[config.mk]
export PLATFORM = sky130hd
export DESIGN_NAME = receive_squelch_tone_controller
export DESIGN_NICKNAME = d
export VERILOG_FILES = /design/src/rtl/rstc_pkg.sv /design/src/rtl/rstc_meter.sv /design/src/rtl/receive_squelch_tone_controller.sv
export SDC_FILE = /design/constraint.sdc
export NUM_CORES = 1
export LEC_CHECK = 0
export BUFFER_PORTS_ARGS = -buffer_cell sky130_fd_sc_hd__buf_2
export CORE_MARGIN = 2
export CORE_UTILIZATION = 35
export CTS_CLUSTER_SIZE = 8
export DETAILED_ROUTE_END_ITERATION = 10
export GPL_ROUTABILITY_DRIVEN = 0
export PLACE_DENSITY_LB_ADDON = 0.3
export REMOVE_ABC_BUFFERS = 1
export SLEW_MARGIN = 20
export SYNTH_ARGS = -nofsm -noshare
export SYNTH_HDL_FRONTEND = slang
export SYNTH_SLANG_ARGS = --single-unit
[constraint.sdc]
create_clock -name clock -period 5.47 [get_ports clock]
set_input_delay 0.8205 -clock clock [delete_from_list [all_inputs] [get_ports clock]]
set_output_delay 0.8205 -clock clock [all_outputs]
set_load 0.02 [all_outputs]
[src/rtl/rstc_pkg.sv]
// Shared types, codes and constants for the receive squelch tone controller.
`timescale 1ns / 1ps
`default_nettype none

package rstc_pkg;

   // Tail-tone and no-tone limits: RX ends once a counter passes its limit.
   localparam int unsigned TAIL_TONE_LIMIT = 10;
   localparam int unsigned NO_TONE_LIMIT   = 1000;

   localparam int unsigned TAIL_CNT_W = 8;
   localparam int unsigned NO_TONE_W  = 11;

   // Tone flag bit positions in the status word
   localparam int unsigned FLAG_CTC1  = 10;
   localparam int unsigned FLAG_CTC2  = 11;
   localparam int unsigned FLAG_DCS_N = 14;
   localparam int unsigned FLAG_DCS_I = 15;

   // Signal meter
   localparam logic [8:0]  RSSI_LOW     = 9'd72;
   localparam logic [8:0]  RSSI_HIGH    = 9'd330;
   localparam logic [8:0]  DBM_OFFSET   = 9'd160;
   localparam logic [6:0]  PCT_FULL     = 7'd100;
   // floor(x * 100 / 258) == (x * 812850) >> 21 for x in 0..258
   localparam logic [28:0] PCT_RECIP    = 29'd812850;
   localparam int unsigned PCT_SHIFT    = 21;

   // Configuration register indexes
   localparam logic [0:0] CSR_CODE_TYPE = 1'b0;
   localparam logic [0:0] CSR_MUTE      = 1'b1;

   typedef enum logic [1:0] {
      CODE_OFF   = 2'd0,
      CODE_CTCSS = 2'd1,
      CODE_DCS_N = 2'd2,
      CODE_DCS_I = 2'd3
   } code_type;

   typedef enum logic [1:0] {
      MODE_RX       = 2'd0,
      MODE_INCOMING = 2'd1,
      MODE_TX       = 2'd2,
      MODE_QUIET    = 2'd3
   } radio_mode_type;

   typedef enum logic [1:0] {
      ST_NO   = 2'd0,
      ST_GOT  = 2'd1,
      ST_TAIL = 2'd2
   } tone_status_type;

   typedef enum logic [2:0] {
      ACT_NONE        = 3'd0,
      ACT_KEEP_RX     = 3'd1,
      ACT_END_RX      = 3'd2,
      ACT_END_AUDIO   = 3'd3,
      ACT_START_AUDIO = 3'd4,
      ACT_START_RX    = 3'd5,
      ACT_NOAA_FOUND  = 3'd6
   } action_type;

   typedef struct packed {
      logic [6:0]        power_percent;
      logic signed [8:0] rssi_dbm;
      logic [1:0]        dbm_digits;
   } meter_type;

endpackage

`default_nettype wire

[src/rtl/rstc_meter.sv]
// Signal meter: clamped percent, dBm and dBm digit count from a raw RSSI reading.
`timescale 1ns / 1ps
`default_nettype none

module rstc_meter (
   input  wire logic [8:0]        rssi_raw,
   output rstc_pkg::meter_type    meter
);

   logic [8:0]  span;
   logic [28:0] prod;
   logic [8:0]  half;
   logic [7:0]  mag;

   assign span = rssi_raw - rstc_pkg::RSSI_LOW;
   assign prod = 29'(span) * rstc_pkg::PCT_RECIP;
   assign half = {1'b0, rssi_raw[8:1]};

   always_comb begin
      if (rssi_raw < rstc_pkg::RSSI_LOW) begin
         meter.power_percent = '0;
      end else if (rssi_raw > rstc_pkg::RSSI_HIGH) begin
         meter.power_percent = rstc_pkg::PCT_FULL;
      end else begin
         meter.power_percent = prod[rstc_pkg::PCT_SHIFT +: 7];
      end

      meter.rssi_dbm = signed'(half - rstc_pkg::DBM_OFFSET);

      if (half >= rstc_pkg::DBM_OFFSET) begin
         mag = 8'(half - rstc_pkg::DBM_OFFSET);
      end else begin
         mag = 8'(rstc_pkg::DBM_OFFSET - half);
      end

      if (mag < 8'd10) begin
         meter.dbm_digits = 2'd1;
      end else if (mag < 8'd100) begin
         meter.dbm_digits = 2'd2;
      end else begin
         meter.dbm_digits = 2'd3;
      end
   end

endmodule

`default_nettype wire

[src/rtl/receive_squelch_tone_controller.sv]
// Top level of the receive squelch tone controller.
`timescale 1ns / 1ps
`default_nettype none

// One check tick per req transfer; one rsp transfer per tick. Throughput is one
// tick per clock unless rsp_tready stalls: a tick is registered on entry, then
// classified and applied to the tail-tone and no-tone counters combinationally,
// and the result is held in an output register that drives rsp_tvalid. The
// counters are updated in the same cycle a tick leaves the input register, so
// consecutive ticks see each other's counter state. Skipped ticks (power save,
// transmitting, quiet) return action none and no tone. Configuration writes are
// always accepted and must only be issued while the block is idle.
module receive_squelch_tone_controller (
   input  wire logic        clock,
   input  wire logic        reset,

   input  wire logic        req_tvalid,
   output logic             req_tready,
   // [15:0] tone_flags, [24:16] rssi_raw, [26:25] radio_mode, [27] reception_active,
   // [28] noaa_mode, [29] monitor_mode, [30] save_mode, [31] modulation_nonzero,
   // [32] meter_due, [39:33] zero
   input  wire logic [39:0] req_tdata,

   output logic             rsp_tvalid,
   input  wire logic        rsp_tready,
   // [2:0] action, [4:3] tone_status, [5] meter_valid, [12:6] power_percent,
   // [21:13] rssi_dbm, [23:22] dbm_digits
   output logic [23:0]      rsp_tdata,

   input  wire logic        csr_valid,
   output logic             csr_ready,
   input  wire logic [0:0]  csr_index,
   input  wire logic [1:0]  csr_data
);

   // configuration
   rstc_pkg::code_type  code_type_ff;
   logic                mute_ff;

   // input stage
   logic                            in_valid_ff;
   logic [15:0]                     tone_flags_ff;
   logic [8:0]                      rssi_raw_ff;
   rstc_pkg::radio_mode_type        radio_mode_ff;
   logic                            recv_ff;
   logic                            noaa_ff;
   logic                            monitor_ff;
   logic                            save_ff;
   logic                            modnz_ff;
   logic                            due_ff;

   // counters
   logic [rstc_pkg::TAIL_CNT_W-1:0] tail_cnt_ff, tail_cnt_in;
   logic [rstc_pkg::NO_TONE_W-1:0]  no_tone_ff, no_tone_in;

   // result stage
   logic                            out_valid_ff;
   rstc_pkg::action_type            action_ff, action_in;
   rstc_pkg::tone_status_type       status_ff, status_in;
   logic                            mvalid_ff, mvalid_in;
   rstc_pkg::meter_type             meter_ff, meter_in;

   rstc_pkg::meter_type             meter_raw;
   rstc_pkg::tone_status_type       tone_class;
   logic [rstc_pkg::TAIL_CNT_W-1:0] tail_next;
   logic [rstc_pkg::NO_TONE_W-1:0]  no_tone_next;
   logic                            active;
   logic                            advance;

   assign advance    = in_valid_ff && (!out_valid_ff || rsp_tready);
   assign req_tready = !in_valid_ff || advance;
   assign csr_ready  = 1'b1;

   assign rsp_tvalid = out_valid_ff;
   assign rsp_tdata  = {meter_ff.dbm_digits, meter_ff.rssi_dbm, meter_ff.power_percent,
                        mvalid_ff, status_ff, action_ff};

   rstc_meter u_meter (
      .rssi_raw (rssi_raw_ff),
      .meter    (meter_raw)
   );

   always_ff @(posedge clock) begin
      if (reset) begin
         code_type_ff <= rstc_pkg::CODE_OFF;
         mute_ff      <= 1'b0;
      end else if (csr_valid && csr_ready) begin
         unique case (csr_index)
            rstc_pkg::CSR_CODE_TYPE: code_type_ff <= rstc_pkg::code_type'(csr_data);
            rstc_pkg::CSR_MUTE:      mute_ff      <= csr_data[0];
            default: ;
         endcase
      end
   end

   // tone classification
   always_comb begin
      if (noaa_ff) begin
         tone_class = tone_flags_ff[rstc_pkg::FLAG_CTC1] ? rstc_pkg::ST_GOT : rstc_pkg::ST_NO;
      end else if (monitor_ff) begin
         tone_class = rstc_pkg::ST_GOT;
      end else if (tone_flags_ff[rstc_pkg::FLAG_CTC2]) begin
         tone_class = rstc_pkg::ST_TAIL;
      end else if (tone_flags_ff[rstc_pkg::FLAG_CTC1] && code_type_ff == rstc_pkg::CODE_CTCSS) begin
         tone_class = rstc_pkg::ST_GOT;
      end else if (tone_flags_ff[rstc_pkg::FLAG_CTC1] &&
                   (code_type_ff == rstc_pkg::CODE_DCS_N ||
                    code_type_ff == rstc_pkg::CODE_DCS_I || mute_ff)) begin
         tone_class = rstc_pkg::ST_TAIL;
      end else if (tone_flags_ff[rstc_pkg::FLAG_DCS_N] &&
                   (code_type_ff == rstc_pkg::CODE_DCS_N || mute_ff)) begin
         tone_class = rstc_pkg::ST_GOT;
      end else if (tone_flags_ff[rstc_pkg::FLAG_DCS_I] &&
                   code_type_ff == rstc_pkg::CODE_DCS_I) begin
         tone_class = rstc_pkg::ST_GOT;
      end else if (code_type_ff == rstc_pkg::CODE_OFF && !mute_ff) begin
         tone_class = rstc_pkg::ST_GOT;
      end else begin
         tone_class = rstc_pkg::ST_NO;
      end
   end

   // tick evaluation and counter update
   always_comb begin
      active      = !save_ff && radio_mode_ff != rstc_pkg::MODE_TX &&
                    radio_mode_ff != rstc_pkg::MODE_QUIET;
      tail_cnt_in = tail_cnt_ff;
      no_tone_in  = no_tone_ff;
      action_in   = rstc_pkg::ACT_NONE;
      status_in   = rstc_pkg::ST_NO;
      mvalid_in   = 1'b0;
      meter_in    = '0;

      if (tone_class == rstc_pkg::ST_TAIL) begin
         tail_next = (&tail_cnt_ff) ? tail_cnt_ff : tail_cnt_ff + 1'b1;
      end else begin
         tail_next = '0;
      end
      if (tone_class == rstc_pkg::ST_NO && !(&no_tone_ff)) begin
         no_tone_next = no_tone_ff + 1'b1;
      end else begin
         no_tone_next = no_tone_ff;
      end

      if (active) begin
         status_in = tone_class;
         if (radio_mode_ff != rstc_pkg::MODE_INCOMING) begin
            tail_cnt_in = tail_next;
            if (tail_next <= rstc_pkg::TAIL_CNT_W'(rstc_pkg::TAIL_TONE_LIMIT) &&
                no_tone_next <= rstc_pkg::NO_TONE_W'(rstc_pkg::NO_TONE_LIMIT)) begin
               action_in  = rstc_pkg::ACT_KEEP_RX;
               no_tone_in = '0;
               if (due_ff && !recv_ff) begin
                  mvalid_in = 1'b1;
                  meter_in  = meter_raw;
               end
            end else begin
               no_tone_in = no_tone_next;
               action_in  = recv_ff ? rstc_pkg::ACT_END_AUDIO : rstc_pkg::ACT_END_RX;
            end
         end else if (!noaa_ff) begin
            if (recv_ff) begin
               action_in = rstc_pkg::ACT_START_AUDIO;
            end else if ((code_type_ff == rstc_pkg::CODE_OFF && !mute_ff) || modnz_ff ||
                         tone_class == rstc_pkg::ST_GOT) begin
               action_in = rstc_pkg::ACT_START_RX;
            end
         end else if (tone_class == rstc_pkg::ST_GOT) begin
            action_in = rstc_pkg::ACT_NOAA_FOUND;
         end
      end
   end

   always_ff @(posedge clock) begin
      if (reset) begin
         in_valid_ff  <= 1'b0;
         out_valid_ff <= 1'b0;
         tail_cnt_ff  <= '0;
         no_tone_ff   <= '0;
      end else begin
         if (req_tvalid && req_tready) begin
            in_valid_ff <= 1'b1;
         end else if (advance) begin
            in_valid_ff <= 1'b0;
         end
         if (advance) begin
            out_valid_ff <= 1'b1;
            tail_cnt_ff  <= tail_cnt_in;
            no_tone_ff   <= no_tone_in;
         end else if (rsp_tready) begin
            out_valid_ff <= 1'b0;
         end
      end
   end

   // payload registers
   always_ff @(posedge clock) begin
      if (req_tvalid && req_tready) begin
         tone_flags_ff <= req_tdata[15:0];
         rssi_raw_ff   <= req_tdata[24:16];
         radio_mode_ff <= rstc_pkg::radio_mode_type'(req_tdata[26:25]);
         recv_ff       <= req_tdata[27];
         noaa_ff       <= req_tdata[28];
         monitor_ff    <= req_tdata[29];
         save_ff       <= req_tdata[30];
         modnz_ff      <= req_tdata[31];
         due_ff        <= req_tdata[32];
      end
      if (advance) begin
         action_ff <= action_in;
         status_ff <= status_in;
         mvalid_ff <= mvalid_in;
         meter_ff  <= meter_in;
      end
   end

endmodule

`default_nettype wire

After elaboration in Yosys (flattened, before gate mapping)
Cells that the tools add are included.
Cells by class
  add/sub/neg operators: 5
  multipliers: 1
  div/mod/pow operators: 0
  magnitude comparators: 7
  equality and inequality tests: 8
  shifts and indexed selects: 0
  muxes and demuxes: 29
  bitwise gates (word level): 5
  reductions and logical operators: 39
Operators with widths (number)
  $mul 9x19->27 const B: 1
  $mux 8: 3
  $mux 11: 2
  $mux 3: 5
  $logic_and 1x1->1: 12
  $mux 1: 12
  $mux 2: 6
  $add 11x1->11 const B: 1
  $le 11x10->1 const B: 1
  $reduce_and 11->1: 1
  $reduce_or 5->1: 2
  $gt 9x9->1 const B: 1
  $lt 9x7->1 const B: 1
  $sub 8x8->9 const B: 1
  $sub 9x7->9 const B: 1
  $add 8x1->8 const B: 1
  $ge 8x8->1 const B: 1
  $le 8x4->1 const B: 1
  $lt 8x4->1 const B: 1
  $lt 8x7->1 const B: 1
  $reduce_and 8->1: 1
  $sub 8x8->8 const A: 1
  $logic_or 1x1->1: 7
  $mux 7: 1
  other kinds (12): 29
Word-level totals
  flip-flop bits (word level): 81
  bits in latches: 0
  bits in writable memories: 0
  memory bits (read-only): 0
  bits of input ports: 48
  output and inout port bits: 27
  logic and storage cells: 117
  memories kept: 0

Depth between registers and ports, before layout
Gate-level depths: netlist (run 1).
  word-level depth: 17
  depth in mapped cells: 23
  mapped depth without buffers: 22

Hierarchy
A second synthesis (run 1) with hierarchy kept.
Second synthesis, totals
  cell total of the unflattened synthesis: 655
  area total of the unflattened synthesis: 6216.0 µm²
Modules (own cells, without submodules)
  receive_squelch_tone_controller: times used 1, cells each 297, area each 3193.1 µm², seq. area each 1831.8 µm²
  rstc_meter: times used 1, cells each 358, area each 3022.9 µm², seq. area each 0.0 µm²

Worst setup path before layout (run 1)
No wires, ideal clock.
  kind: reg-to-reg
  start: register rssi_raw_ff[3]
  end: register meter_ff, in the netlist rsp_tdata[12], data pin
  library setup time: 0.285 ns
  arrival time: 5.683 ns
  required time: 5.185 ns
  path slack: -0.497 ns
  cell stages (with the launch flop): 24
  buffers on the path: 1
  clock period less this slack: 5.967 ns
  cells stage by stage: edfxtp_1 -> clkbuf_1 -> inv_1 -> ha_1 -> a21o_1 -> xnor2_1 -> inv_1 -> ha_1 -> ha_1 -> or2_2 -> fa_1 -> inv_1 -> fa_1 -> inv_1 -> ha_1 -> o21a_1 -> o21ai_0 -> a211oi_1 -> o31a_1 -> a21o_1 -> a211o_1 -> o31ai_1 -> xnor2_1 -> a221oi_1
On the way
  word-level cells in the longest chain between the ends: 3
  elaborated cells between the ends (all ways): 6
  classes of those cells: 1 x add/sub; 1 x mul; 2 x order compare; 1 x mux; 1 x reduce/logical
RTL lines
  start, declared: line receive_squelch_tone_controller.sv:43  | logic [8:0] rssi_raw_ff;
  start signal, assigned: line receive_squelch_tone_controller.sv:200  | rssi_raw_ff <= req_tdata[24:16];
  $sub 9x7->9: line rstc_meter.sv:15  | assign span = rssi_raw - rstc_pkg::RSSI_LOW;
  $mul 9x19->27: line rstc_meter.sv:16  | assign prod = 29'(span) * rstc_pkg::PCT_RECIP;
  $mux 7: line rstc_meter.sv:22  | end else if (rssi_raw > rstc_pkg::RSSI_HIGH) begin
  end signal, assigned: line receive_squelch_tone_controller.sv:213  | meter_ff <= meter_in;
  end, declared: line receive_squelch_tone_controller.sv:61  | rstc_pkg::meter_type meter_ff, meter_in;
Parallel ways exist; a longest one is shown, timed or not.
A chain may end at the register's enable or synchronous reset.

Worst setup path after layout (run 1)
  start: register rssi_raw_ff[4]
  end: register meter_ff, in the netlist rsp_tdata[10], data pin
On the way
  word-level cells in the longest chain between the ends: 2
  elaborated cells between the ends (all ways): 5
  classes of those cells: 1 x add/sub; 1 x mul; 2 x order compare; 1 x reduce/logical
RTL lines (line)
  $sub 9x7->9, or another cell as far along: rstc_meter.sv:15
  $mul 9x19->27 or $reduce_or 6->1 (tied branches)
Parallel ways exist; a longest one is shown, timed or not.

==> run_results.csv, run 1 <==
group,metric,value,unit
run,cap_violations,0,
pwr,p_clk_share,22.5,%
drt,wl_per_cell,15.07,um
pwr,combPwrFrac,51.8,%
pwr,sw_frac_of_total,37.28,%
synthesis,synth.top_cell.area_share,23.57,%
floorplanning,placementRows,46,
critical_path,critPathKind,"reg -> reg",
critical_path,end_kind,"flop",
sta,maxSlewHeadroom,30.17,%
clocking,cts.sinks,69,
pwr,internal_power,0.001450,W
pwr,p_switching,0.0008619,W
synthesis,syn_inst,582,
critical_path,rr_worst_depth,21,
floorplanning,fp.dieArea,17420,um2
pwr,ir_drop,176.6,uV
clocking,cts_hold_buffers,0,
drt,drc,0,
critical_path,crit_start,"rssi_raw_ff[4]$_DFFE_PP_",
global_route,grt_pass1_vias,4615,
worst_hold_path,hold_path_class,"reg -> reg",
drt,drt-total-wl,13510,um
sta,timing.fmax,0.1838,GHz
global_route,antenna_found_initial,0,
critical_path,cp_max_fo,4,
sta,finalCriticalPeriod,5.442,ns
synthesis,yosysMostFrequentCell,"inv_1",
critical_path,regToRegStartpoint,"rssi_raw_ff[4]$_DFFE_PP_",
sta,rsz0062_at_grt,"true",
synthesis,synth_flop_cell,"edfxtp_1",
drt,vias_per_cell,5.046,
critical_path,cp_data_arrival_time,5.64,ns
place,dpl.hpwl,10580,um
synthesis,yosys_warnings,0,
clocking,clock_path_buffers,2,
critical_path,timing.rr.end,"rsp_tdata[10]$_SDFFCE_PP0P_",
worst_hold_path,whs_path_depth,2,
pwr,p_leak,3.079,nW
sta,setup_slack,0.02844,ns
floorplanning,initial_core_util,35.97,%
global_route,grt_overflow,0,
critical_path,regToRegSetupSlack,0.03,ns
place,port_buffers,54,
synthesis,synthTopCellsByCount,"92 x inv_1, 69 x ha_1, 45 x edfxtp_1",
sta,finalSetupViolations,0,
sta,hold_viol,0,
place,dp_slack,-0.2335,ns
clocking,clkTransAtPathRegs,0.05,ns
status,status,"complete, no violations",
synthesis,ys_types,64,
sta,clock-skew-final,0.007951,ns
pwr,power_density,334.0,nW/um2
floorplanning,dieHeight,132,um
synthesis,postSynthAreaPerCell,9.853,um2
finish,drive_above_1_share,22.47,%
clocking,tritoncts,"built",
drt,ant_nets,0,
critical_path,cp-start-kind,"flop",
global_route,grt_pass1_wl,22310,um
global_route,grt_max_degree,26,
sta,timing.final.max_slew_violations,0,
drt,dr.pass1.iters,4,
sta,finalSetupTns,0,ns
floorplanning,die_x,132,um
synthesis,async_reset_ff_share,0,%
global_route,grt_usage,15.90,%
worst_hold_path,hold_path_end,"mute_ff$_SDFFE_PP0P_",
synthesis,ys_ff_latch,69,
drt,dr_total_vias,4526,
clocking,clock_latency,0.33,ns
synthesis,synth_top_area_cell,"edfxtp_1",
floorplanning,io_pins,75,
synthesis,ys_seq_area_share,31.94,%
finish,area_delta_synth_final,20.71,%
clocking,htree_num_levels,3,
finish,final_core_util,43.42,%
clocking,numCtsBuffers,9,
finish,antenna_cells,0,
drt,drt_iter0_drc,203,
floorplanning,core_area,15940,um2
sta,finalCritPeriodShare,99.48,%
clocking,cts_root_buf,"clkbuf_16",
worst_hold_path,hold_path_startpoint,"mute_ff$_SDFFE_PP0P_",
synthesis,synth_edf_count,45,
synthesis,netlist_area,5734,um2
synthesis,synth.area.top_cells,"edfxtp_1 24%, ha_1 15%, fa_1 13%",
pwr,seq_power_share,25.7,%
finish,layout.nets,830,
critical_path,cp.required,5.67,ns
sta,tightest_slew,1.047,ns
## sequential cells by signal (all words and copies together) (netlist names), 2 cells and up
name,flops
tone_flags_ff,4
rsp_tdata,18
tail_cnt_ff,8
radio_mode_ff,2
code_type_ff,2
action_ff,3
status_ff,2
no_tone_ff,11
rssi_raw_ff,9
## how the worst max path moves through the flow
stage / endpoint / slack, ns / depth (start not counted)
5_1_grt: rsp_tdata[12]$_SDFFCE_PP0P_ / -0.24 / 20
6_report: rsp_tdata[10]$_SDFFCE_PP0P_ / 0.03 / 21
4_1_cts: rsp_tdata[12]$_SDFFCE_PP0P_ / 0.01 / 21
3_5_place_dp: rsp_tdata[12]$_SDFFCE_PP0P_ / -0.23 / 20
2_1_floorplan: rsp_tdata[12]$_SDFFCE_PP0P_ / -0.36 / 22
3_3_place_gp: rsp_tdata[12]$_SDFFCE_PP0P_ / -0.20 / 20
## power groups by stage
stage,clock (W),combinational [W],sequential [W]
finish,0.000520,0.00120,0.000594
global route,0.000559,0.00137,0.000596
CTS,0.000535,0.00111,0.000594
detailed placement,0,0.00107,0.000604
global placement,0,0.00104,0.000604
floorplan,0,0.000728,0.000616
## kinds of logic (layout without fill, tap and decap cells)
kind of cell | after synthesis | after routing | synth area share (%)
flip-flops | 69 | 69 | 31.94
XOR/XNOR | 25 | 25 | 3.818
AO/OA/AOI/OAI | 107 | 107 | 14.25
buffers and inverters | 108 | 207 | 7.244
other | 1 | 1 | 0.06540
AND/OR/NAND/NOR | 159 | 159 | 13.48
multiplexers | 7 | 7 | 1.222
adder cells (fa/ha/maj) | 106 | 106 | 27.97
## worst max-delay path: stages (launching register included)
cell and delay, ns:
edfxtp_1 0.43, inv_2 0.08, ha_4 0.17, a21o_1 0.19, xnor2_2 0.22, inv_2 0.09
fa_1 0.56, inv_2 0.04, fa_1 0.53, fa_2 0.45, fa_1 0.49, inv_1 0.04
ha_1 0.27, o211ai_1 0.19, a32oi_1 0.16, o31a_1 0.16, a21o_1 0.19, a211o_1 0.34
buf_4 0.15, xnor2_1 0.13, a2111oi_2 0.25, buf_4 0.18
## layout by cell type, fill, tap and decap left out, drive strengths merged, types with 17 or more instances in the layout
master  synthesis  layout
buf             5      98
inv            93      94
ha             69      69
edfxtp         45      45
nand2          42      42
fa             37      37
nor2           35      35
dfxtp          24      24
a21oi          20      20
xnor2          19      19
nor3           17      17
o21ai          17      17
## final cells by class
cell class              instances  area, um2
clock inverters                 4      25.02
repair buffers                 98      600.6
clock buffers                  12      236.5
multi-input cells             405       3608
flip-flops and latches         69       1832
well taps                     216      270.3
fillers                      1517       9021
inverters                      93      349.1
## layer usage
metal  track usage (%)  vias to the layer above  wire [um]
met5                 0                        -          0
met4             5.072                        0        240
met3             4.268                       16        736
met2             25.95                      118       6341
met1             20.54                     2171       6195
li1                  -                     2221          -
## stage by stage
| step | cell area [um2] | hold slack (ns) | total power [W] | cells |
|---|---|---|---|---|
| final | 6922 | 0.5088 | 0.002312 | 897 |
| after global routing | 6922 | 0.5469 | 0.002526 | 897 |
| after CTS | 6823 | 0.5103 | 0.002240 | 893 |
| after detailed placement | 6501 | 0.5028 | 0.001672 | 876 |
| after global placement | 6501 | 0.4881 | 0.001642 | 876 |
| after floorplan | 5668 | 0.4648 | 0.001343 | 567 |
## what timing repair did
action / CTS / global route
pin swaps: 4 / 25
resized for setup: 12 / 21
hold endpoints to repair: 0 / 0
buffers inserted: 1 / 4
endpoints found under the setup margin: 6 / 6
Note: power is estimated with default switching activity, not from simulation.
==> run 2, diff against run 1 <==
SYNTH_HIERARCHICAL = 1   (was unset)
==> run_results.csv, run 2 <==
group,metric,value,unit
status,status,"complete, no violations",
sta,maxSlewHeadroom,32.55,%
floorplanning,die_x,137.3,um
drt,met2_length,6373,um
pwr,power_density,379.0,nW/um2
global_route,antenna_found_initial,0,
clocking,cts_hold_buffers,0,
finish,mostFrequentLayoutCells,"95 x inv_1, 67 x ha_1, 54 x buf_2",
sta,finalCriticalPeriod,5.249,ns
drt,drt_iter0_drc,324,
floorplanning,initial_core_util,35.81,%
clocking,cts.sinks,69,
synthesis,ys_types,80,
clocking,clkTransAtPathRegs,0.06,ns
finish,area_delta_synth_final,16.30,%
sta,hold_viol,0,
critical_path,cp.required,5.55,ns
worst_hold_path,hold_path_class,"reg -> reg",
drt,dr.pass1.iters,5,
critical_path,cp.buffers_inverters,6,
synthesis,synth_edf_count,45,
drt,wl_met1,7043,um
finish,final_core_util,41.65,%
floorplanning,dieHeight,137.3,um
critical_path,cp_data_arrival_time,5.33,ns
synthesis,netlist_area,6216,um2
drt,ant_nets,0,
drt,drt-total-wl,14100,um
sta,rsz0062_at_grt,"false",
pwr,ir_drop,170.9,uV
synthesis,ys_seq_area_share,29.47,%
place,port_buffers,54,
worst_hold_path,whs_path_depth,2,
critical_path,crit_family,"adder cells",
critical_path,cp_max_fo,4,
place,place_area,6850,um2
floorplanning,fp.dieArea,18840,um2
sta,finalSetupViolations,0,
floorplanning,placementRows,48,
clocking,clock_latency,0.34,ns
drt,dr_total_vias,4795,
finish,design_area,7229,um2
critical_path,critPathKind,"reg -> reg",
place,dpl.hpwl,11110,um
synthesis,synth.top_cell.area_share,21.74,%
floorplanning,core_area,17360,um2
sta,finalCritPeriodShare,95.96,%
critical_path,timing.rr.end,"rsp_tdata[10]$_SDFFCE_PN0P_",
drt,wl_met3,523,um
worst_hold_path,hold_path_end,"no_tone_ff[10]$_SDFFE_PP0P_",
critical_path,cp-start-kind,"flop",
critical_path,end_kind,"flop",
synthesis,synth_flop_cell,"edfxtp_1",
run,cap_violations,0,
sta,clock-skew-final,0.01469,ns
finish,fillerInstances,1690,
global_route,grt_pass1_wl,23290,um
floorplanning,io_pins,75,
critical_path,cp_slowest_cell,"fa_1",
synthesis,postSynthAreaPerCell,9.490,um2
synthesis,yosys_warnings,6,
drt,vias_per_cell,5.010,
sta,finalSetupTns,0,ns
critical_path,crit_path_cell_trace,"inv_2 > ha_1 > inv_1 > o21ai_2 > xnor2_1 > buf_4 > ha_1 > inv_1 > fa_1 > fa_1 > fa_1 > inv_1 > ha_4 > nand2_1 > o211a_1 > a211o_1 > a32oi_2 > buf_4 > nor3_1 > or3_1 > and2_1",
synthesis,synth_top_area_cell,"edfxtp_1",
global_route,grt_usage,15.92,%
finish,largest_reg_flops,18,
critical_path,regToRegSetupSlack,0.22,ns
drt,top_layer,"met4",
global_route,grt_overflow,0,
sta,timing.fmax,0.1905,GHz
place,dp_cells,939,
critical_path,regToRegStartpoint,"rssi_raw_ff[4]$_DFFE_PP_",
sta,tightest_slew,1.012,ns
finish,drive_above_1_share,17.90,%
synthesis,syn_inst,655,
finish,layout.nets,881,
clocking,tritoncts,"built",
drt,drc,0,
finish,regArea,1832,um2
pwr,p_leak,3.243,nW
clocking,htree_num_levels,3,
worst_hold_path,hold_path_startpoint,"no_tone_ff[10]$_SDFFE_PP0P_",
finish,final_common_cell,"inv_1",
synthesis,synth.area.top_cells,"edfxtp_1 22%, ha_1 14%, fa_1 12%",
finish,stdcell_count,957,
synthesis,ys_ff_latch,69,
synthesis,yosysMostFrequentCell,"inv_1",
clocking,cts_root_buf,"clkbuf_16",
global_route,grt_max_degree,26,
finish,antenna_cells,0,
clocking,clock_path_buffers,2,
critical_path,rr_worst_depth,21,
finish,multiInputGateArea,3963,um2
synthesis,async_reset_ff_share,0,%
drt,wl_per_cell,14.74,um
clocking,numCtsBuffers,9,
sta,timing.final.max_slew_violations,0,
synthesis,synthTopCellsByCount,"96 x inv_1, 69 x ha_1, 47 x nor2_1",
critical_path,max_stage_delay,0.58,ns
global_route,grt_pass1_vias,4678,
-- run 2: cell type report --
cell class,count,share of cell area (%)
clock inverters,6,0.9519
multi-input cells,467,54.81
well taps,225,3.894
clock buffers,10,3.167
flip-flops and latches,69,25.34
repair buffers,84,6.854
inverters,96,4.984
-- run 2: worst max-delay path by stage --
| stage | slack [ns] | start | cells past startpoint | endpoint |
|---|---|---|---|---|
| 3_5_place_dp | 0.02 | rssi_raw_ff[4]$_DFFE_PP_ | 21 | rsp_tdata[10]$_SDFFCE_PN0P_ |
| 2_1_floorplan | -0.25 | rssi_raw_ff[3]$_DFFE_PP_ | 19 | rsp_tdata[10]$_SDFFCE_PN0P_ |
| 5_1_grt | 0.0003 | rssi_raw_ff[4]$_DFFE_PP_ | 21 | rsp_tdata[10]$_SDFFCE_PN0P_ |
| 6_report | 0.22 | rssi_raw_ff[4]$_DFFE_PP_ | 21 | rsp_tdata[10]$_SDFFCE_PN0P_ |
| 4_1_cts | 0.003 | rssi_raw_ff[4]$_DFFE_PP_ | 19 | rsp_tdata[10]$_SDFFCE_PN0P_ |
| 3_3_place_gp | 0.06 | rssi_raw_ff[3]$_DFFE_PP_ | 21 | rsp_tdata[10]$_SDFFCE_PN0P_ |
-- run 2: worst register-to-register path: cells and delay by family, from the launching register on --
kind                       cells  cell delay [ns]
AOI/OAI and AO/OA              4             0.92
buffers and inverters          6             0.60
adders and majority gates      6             2.33
DFF                            1             0.46
and+or+nand+nor                4             0.59
xor gates and xnor gates       1             0.09
-- run 2: per-stage QoR --
step	setup slack, ns	total power [W]	hold WS, ns
6_report	0.2209	0.002740	0.5104
5_1_grt	0.0002545	0.002988	0.5493
4_1_cts	0.003463	0.002697	0.5191
3_5_place_dp	0.02066	0.002076	0.5036
3_3_place_gp	0.06292	0.002069	0.5001
2_1_floorplan	-0.2464	0.001697	0.4596
-- run 2: cell families (layout without fill, tap and decap cells) --
kind of cell / count (synthesis) / after routing / synth area share (%)
adders and majority gates: 106 / 106 / 25.81
xor gates and xnor gates: 19 / 19 / 2.677
AOI/OAI and AO/OA: 126 / 126 / 15.00
muxes: 5 / 5 / 0.8856
DFF: 69 / 69 / 29.47
buffers and inverters: 119 / 196 / 7.850
other: 1 / 1 / 0.06033
and+or+nand+nor: 210 / 210 / 18.26
-- run 2: layer usage --
layer  up-vias  track usage [%]
met5         -                0
met4         0            5.040
met3        14            3.238
met2        93            24.21
met1      2249            22.65
li1       2439                -
-- run 2: repair_timing --
action                                  4_1_cts  5_1_grt
buffers inserted                              0        2
resized for setup                             0        9
endpoints found under the setup margin        0        6
-- run 2: where the power goes --
| part | internal (W) | leakage, nW | switching, W | total (W) |
|---|---|---|---|---|
| Sequential | 0.000579 | 0.615 | 0.0000165 | 0.000595 |
| Clock | 0.000357 | 0.148 | 0.000233 | 0.000590 |
| Combinational | 0.000697 | 2.48 | 0.000858 | 0.00155 |
